$ cat src/hw/rtl/sbe_pkg.sv
// Shared types and constants for the stack bytecode executor.
// Holds the item structs, opcode codes, status codes and register indexes.
`default_nettype none

package sbe_pkg;

  typedef struct packed {
    logic        command;
    logic [7:0]  opcode;
    logic [31:0] immediate;
    logic [15:0] pin_levels;
    logic [31:0] random_word;
    logic [31:0] elapsed_ticks;
  } sbe_in_t;

  typedef struct packed {
    logic [2:0]  status;
    logic [31:0] next_pc;
    logic [1:0]  pin_action;
    logic [31:0] pin_id;
    logic        drive_level;
    logic [1:0]  delay_kind;
    logic [31:0] delay_amount;
    logic        seed_valid;
    logic [31:0] seed_value;
  } sbe_out_t;

  typedef struct packed {
    logic [7:0]  reg_index;
    logic [31:0] wdata;
  } sbe_cfg_t;

  localparam logic [7:0] REG_PROGRAM_LENGTH = 8'd0;
  localparam logic [7:0] REG_TIMEOUT_TICKS  = 8'd1;

  localparam logic [31:0] EMPTY_TOP = 32'hFFFF_FFFF;

  localparam logic [2:0] ST_RUNNING  = 3'd0;
  localparam logic [2:0] ST_SUCCESS  = 3'd1;
  localparam logic [2:0] ST_FAILURE  = 3'd2;
  localparam logic [2:0] ST_PC_OVF   = 3'd3;
  localparam logic [2:0] ST_OP_OVF   = 3'd4;
  localparam logic [2:0] ST_CALL_OVF = 3'd5;
  localparam logic [2:0] ST_TIMEOUT  = 3'd6;
  localparam logic [2:0] ST_INVALID  = 3'd7;

  localparam logic [1:0] PIN_NONE  = 2'd0;
  localparam logic [1:0] PIN_SET   = 2'd1;
  localparam logic [1:0] PIN_RESET = 2'd2;
  localparam logic [1:0] PIN_WRITE = 2'd3;

  localparam logic [1:0] DELAY_NONE = 2'd0;
  localparam logic [1:0] DELAY_MS   = 2'd1;
  localparam logic [1:0] DELAY_US   = 2'd2;

  localparam logic [7:0] OP_ADD     = 8'd0;
  localparam logic [7:0] OP_SUB     = 8'd1;
  localparam logic [7:0] OP_MUL     = 8'd2;
  localparam logic [7:0] OP_RNG     = 8'd3;
  localparam logic [7:0] OP_SEED    = 8'd4;
  localparam logic [7:0] OP_OR      = 8'd20;
  localparam logic [7:0] OP_XOR     = 8'd21;
  localparam logic [7:0] OP_AND     = 8'd22;
  localparam logic [7:0] OP_NOT     = 8'd23;
  localparam logic [7:0] OP_NEG     = 8'd24;
  localparam logic [7:0] OP_SHL     = 8'd25;
  localparam logic [7:0] OP_SHR     = 8'd26;
  localparam logic [7:0] OP_BOOL    = 8'd27;
  localparam logic [7:0] OP_LNOT    = 8'd28;
  localparam logic [7:0] OP_JMP     = 8'd40;
  localparam logic [7:0] OP_ALLOC   = 8'd41;
  localparam logic [7:0] OP_CALL    = 8'd42;
  localparam logic [7:0] OP_RET     = 8'd43;
  localparam logic [7:0] OP_EQ      = 8'd44;
  localparam logic [7:0] OP_NE      = 8'd45;
  localparam logic [7:0] OP_GT      = 8'd46;
  localparam logic [7:0] OP_LT      = 8'd47;
  localparam logic [7:0] OP_GE      = 8'd48;
  localparam logic [7:0] OP_LE      = 8'd49;
  localparam logic [7:0] OP_JNZ     = 8'd50;
  localparam logic [7:0] OP_JZ      = 8'd51;
  localparam logic [7:0] OP_PUSHI   = 8'd60;
  localparam logic [7:0] OP_PUSHC   = 8'd61;
  localparam logic [7:0] OP_LOADL   = 8'd62;
  localparam logic [7:0] OP_STOREL  = 8'd63;
  localparam logic [7:0] OP_POP     = 8'd64;
  localparam logic [7:0] OP_LOADG   = 8'd65;
  localparam logic [7:0] OP_STOREG  = 8'd66;
  localparam logic [7:0] OP_PINRD   = 8'd81;
  localparam logic [7:0] OP_PINWR   = 8'd82;
  localparam logic [7:0] OP_DELAYMS = 8'd100;
  localparam logic [7:0] OP_DELAYUS = 8'd101;
  localparam logic [7:0] OP_PSET_LO = 8'd111;
  localparam logic [7:0] OP_PSET_HI = 8'd126;
  localparam logic [7:0] OP_PCLR_LO = 8'd141;
  localparam logic [7:0] OP_PCLR_HI = 8'd156;
  localparam logic [7:0] OP_PGET_LO = 8'd171;
  localparam logic [7:0] OP_PGET_HI = 8'd186;
  localparam logic [7:0] OP_SUCCESS = 8'd201;
  localparam logic [7:0] OP_FAIL    = 8'd202;

endpackage

`default_nettype wire

$ cat src/hw/rtl/sbe_alu.sv
// Two-operand arithmetic, logic, shift and compare unit.
// Depends on sbe_pkg for the opcode codes.
`default_nettype none

module sbe_alu (
  input  wire logic [7:0]  opcode,
  input  wire logic [31:0] a,
  input  wire logic [31:0] b,
  output logic      [31:0] result
);
  import sbe_pkg::*;

  logic shift_ok;

  assign shift_ok = (b[31:5] == 27'd0);

  always_comb begin
    case (opcode)
      OP_ADD:  result = a + b;
      OP_SUB:  result = a - b;
      OP_MUL:  result = a * b;
      OP_OR:   result = a | b;
      OP_XOR:  result = a ^ b;
      OP_AND:  result = a & b;
      OP_SHL:  result = shift_ok ? (a << b[4:0]) : 32'd0;
      OP_SHR:  result = shift_ok ? (a >> b[4:0]) : 32'd0;
      OP_EQ:   result = {31'd0, a == b};
      OP_NE:   result = {31'd0, a != b};
      OP_GT:   result = {31'd0, a > b};
      OP_LT:   result = {31'd0, a < b};
      OP_GE:   result = {31'd0, a >= b};
      default: result = {31'd0, a <= b};
    endcase
  end

endmodule

`default_nettype wire

$ cat config.mk
export PLATFORM = sky130hd
export DESIGN_NAME = sbe_alu
export DESIGN_NICKNAME = d
export VERILOG_FILES = /design/src/hw/rtl/sbe_pkg.sv /design/src/hw/rtl/sbe_alu.sv
export SDC_FILE = /design/constraint.sdc
export NUM_CORES = 2
export LEC_CHECK = 0
export ABC_AREA = 1
export ABC_CLOCK_PERIOD_IN_PS = 14300
export BUFFER_PORTS_ARGS = -buffer_cell sky130_fd_sc_hd__buf_4
export CORE_MARGIN = 3
export CORE_UTILIZATION = 65
export DETAILED_ROUTE_END_ITERATION = 7
export GPL_ROUTABILITY_DRIVEN = 1
export PLACE_DENSITY = 0.79
export SYNTH_ARGS = -nofsm -noshare
export SYNTH_HDL_FRONTEND = slang
export SYNTH_SLANG_ARGS = --single-unit
$ cat constraint.sdc
create_clock -name vclk -period 14.3
set_input_delay 1.43 -clock vclk [all_inputs]
set_output_delay 1.43 -clock vclk [all_outputs]
set_load 0.01 [all_outputs]
# Word level (Yosys, flattened, before mapping)
# Cells that the tools add are included.
# totals
ff_bits	0
in_bits	72
output_inout_bits	32
elab_cells	31
# op_classes
n_shift	2
n_mul	1
reduce_logical	2
mux	3
n_eq_ne	14
n_bitwise	3
order_cmp	4
add_sub_neg	2
# ops
op	count
32-bit case mux with 13 select lines	1
32-bit two-way mux	2
8-bit by 5-bit equality test with 1-bit output, second input constant	5
8-bit by 6-bit equality test with 1-bit output, second input constant	5
32-bit adder	1
32-bit bitwise AND	1
32-bit equality test	1
32-bit greater-or-equal comparator	1
32-bit greater-than comparator	1
32-bit <= comparator	1
32-bit less-than comparator	1
32-bit by 32-bit multiplier with 32-bit output	1
32-bit != test	1
32-bit OR	1
32-bit by 5-bit << shifter with 32-bit output	1
32-bit by 5-bit right shift with 32-bit output	1
32-bit subtractor	1
32-bit XOR	1
27-bit zero test	1
8-bit by 1-bit equality test with 1-bit output, second input constant	1
8-bit by 2-bit equality test with 1-bit output, second input constant	1
8-bit zero test	1

# Depth between registers and ports, before layout
# logic_depth
ltp_word	3
depth_mapped	36
depth_no_buf	33

# Least setup slack after synthesis
# Ideal clock, no wire load.
# synth_path
path_kind	input to output
start	in b[2]
end	out result[27]
cell_stages	28
arrival_time_ns	8.121
slack_ns	4.749
n_path_buf	5
required_ns	12.870
cell_sequence	buf_2 > buf_2 > buf_1 > buf_2 > buf_1 > nand2_1 > inv_1 > fa_1 > inv_1 > fa_1 > fa_1 > fa_1 > inv_1 > fa_1 > inv_1 > fa_1 > inv_1 > fa_1 > fa_1 > ha_1 > a21oi_1 > o21ai_0 > a21oi_1 > nand3_1 > a21o_1 > or2_2 > nand3_1 > nand4_1
# synth_via
elab_chain_cells	3
elab_cells_between_ends	8
cone_classes	2 x add/sub; 1 x mul; 2 x shift; 3 x mux
# synth_rtl
item	line_no	rtl
start: declaration	sbe_alu.sv:8	input wire logic [31:0] b,
parallel branches: the longest is 2 deep, another holds 32-bit by 32-bit multiplier with 32-bit output	-	
32-bit case mux with 13 select lines (*)	sbe_alu.sv:18	case (opcode)
end: declaration	sbe_alu.sv:9	output logic [31:0] result
# Mark *: on every way between the ends.

# Final worst setup path
# layout_path
start	in a[9]
end	out result[29]
# layout_via
elab_chain_cells	3
elab_cells_between_ends	8
cone_classes	2 x add/sub; 1 x mul; 2 x shift; 3 x mux
# layout_rtl
item	line_no	rtl
start: declaration	sbe_alu.sv:7	input wire logic [31:0] a,
parallel branches: the longest is 2 deep, another holds 32-bit by 32-bit multiplier with 32-bit output	-	
32-bit case mux with 13 select lines (*)	sbe_alu.sv:18	
# Marked as above.

==> metrics.txt <==
GRT Overall Usage=53.6%; most frequent cells in the layout=nand2_1 (998), inv_1 (952), fa_1 (410); Crit Path Category=in -> out; FF+latch area=0 µm²; Critical Path Source=a[9]; Synth cell types=64; setup TNS=0 ps; die area=41,300 µm²; Critical Path AT=8970 ps; NumNets Final=4,479; average size of a mapped cell=6.57 µm²; Synth Instances=3,851; number of clock buffers in the layout=0; Critical Path Stages=28; max incr delay on CP=580 ps; share of the synthesized area in the top cell type=32.4%; Final Hold Vio Count=0; Compound-Gate Fraction of Synth Area=13.7%; Bufs and invs on worst path=8; drt initial violations=4,368; cts hold-fix bufs=0; GP Congestion=1.12; antenna-violating nets left=0; top cells by area, synth=fa_1 (32%), nand2_1 (15%), inv_1 (14%); largest family of logic cells by synthesized area=adder cells; I/O Buffers=104; status=complete, but fails checks; Worst slew margin=28.6%; Syn-to-layout area delta=2.36%; post-route cell area=25,900 µm²; FF+latch count=0; Crit path required time=12,870 ps; Post-CTS Resized=0; Final Max Slew Viols=0; critical path launch point type=primary input; num rows=71; die extent in x=203 µm; simple-gate portion of the synthesized area=23.3%; Setup WS pre-CTS=4240 ps; die height=203 µm; Post-CTS Setup Repair Bufs=0; IO Pins=104; ratio of cells with drive above 1 in the final layout=5.30%; Worst-Margin Slew=1060 ps; total wire length=113 mm; fin util=68.1%; vias post-DR=28,000; vias in the first global route=28,800; WL/cell=26.3 µm; first-pass GRT wire length=166 mm; DRC viols=6; Post-Synth XOR/XNOR Area=1.00%; most common cell after layout, fill and taps aside=nand2_1; Crit. End Element=primary output; synthesized area=25,300 µm²; MaxCap Viol Count=0; min Tclk post-route=10,400 ps; multiplexer share of the synthesized area=0.672%; Core ar.=38,000 µm²; Initial Util=66.6%; initial antenna violation count=5; most used cell, CP=fa_1; post-DP HPWL=86.8 mm; failing checks=design-rule violations; crit-path max FO=27; largest net degree at the start of global routing=70; Synth Net Count=4,553; Synth Area in Adders=43.3%; Detailed Routing Iterations Pass 1=8; Peak Freq=0.0961 GHz; Seq/Total Area, Yosys=0%; crit share post-route=72.7%; slowest cell on the critical path=fa_1; gr ovfl total=0; Yosys top cell by area=fa_1; RSZ-0062 raised after global routing=no; post-place instance area=25,900 µm²; setup violators final=0; worst setup margin=3900 ps; min-delay worst type=in -> out; Vias/cell=6.53; crit path capture=result[29]; Crit path max-delay family=adder cells; warnings from Yosys=0
logic make-up after synthesis:
logic type	count (synthesis)
buffers and inverters	1165
AOI/OAI and AO/OA	590
and+or+nand+nor	1420
adders and majority gates	630
xor gates and xnor gates	29
muxes	17
metal layers:
layer,up-vias,global-route usage [%],share of wire (%)
met2,2719,77.7,40
li1,11500,-,-
met1,12900,64.5,32
met4,6,37.2,9.7
met5,-,0,0.046
met3,859,22.4,18
cell type report:
cell class         count  area, µm²
multi-input cells   2686      20800
fillers             3092      12100
well taps            511        639
diodes                 1       2.50
inverters            976       3660
repair buffers       113        848
through the flow:
step	std cells	hold slack, ps
after floorplan	3851	3170
after global placement	4286	3420
after detailed placement	4286	3410
after CTS	4286	3420
after global routing	4286	3460
final	4287	3460
cells in the mapped netlist, types with 6 or more instances:
| cell type | instances |
|---|---|
| a21o_1 | 17 |
| a21oi_1 | 203 |
| a21oi_2 | 11 |
| a221oi_1 | 8 |
| a22oi_1 | 8 |
| a31oi_1 | 17 |
| buf_1 | 33 |
| buf_2 | 71 |
| buf_4 | 11 |
| buf_6 | 7 |
| clkbuf_1 | 66 |
| fa_1 | 410 |
| ha_1 | 220 |
| inv_1 | 952 |
| inv_2 | 21 |
| mux2i_1 | 17 |
| nand2_1 | 998 |
| nand2_2 | 8 |
| nand3_1 | 154 |
| nand4_1 | 41 |
| nor2_1 | 147 |
| nor2_2 | 7 |
| nor2_4 | 6 |
| nor3_1 | 17 |
| nor4_1 | 11 |
| o2111ai_1 | 12 |
| o211ai_1 | 16 |
| o21a_1 | 8 |
| o21ai_0 | 136 |
| o21ai_1 | 77 |
| o21ai_2 | 8 |
| o21bai_1 | 11 |
| o221ai_1 | 21 |
| o22ai_1 | 11 |
| o31ai_1 | 6 |
| or2_1 | 6 |
| or2_2 | 10 |
| xnor2_1 | 13 |
| xor2_1 | 16 |
worst min path at each step:
| stage | start | endpoint | slack (ps) | cells past startpoint |
|---|---|---|---|---|
| after floorplan | b[1] | result[1] | 3170 | 3 |
| after global placement | b[4] | result[4] | 3420 | 5 |
| after detailed placement | b[4] | result[4] | 3410 | 5 |
| after CTS | b[4] | result[4] | 3420 | 5 |
| after global routing | b[4] | result[4] | 3460 | 5 |
| final | b[4] | result[4] | 3460 | 5 |
worst min-delay path, stage by stage:
cell	delay, ps
buf_4	140
nand2_1	70
nand3_1	110
nand4_1	140
buf_4	140
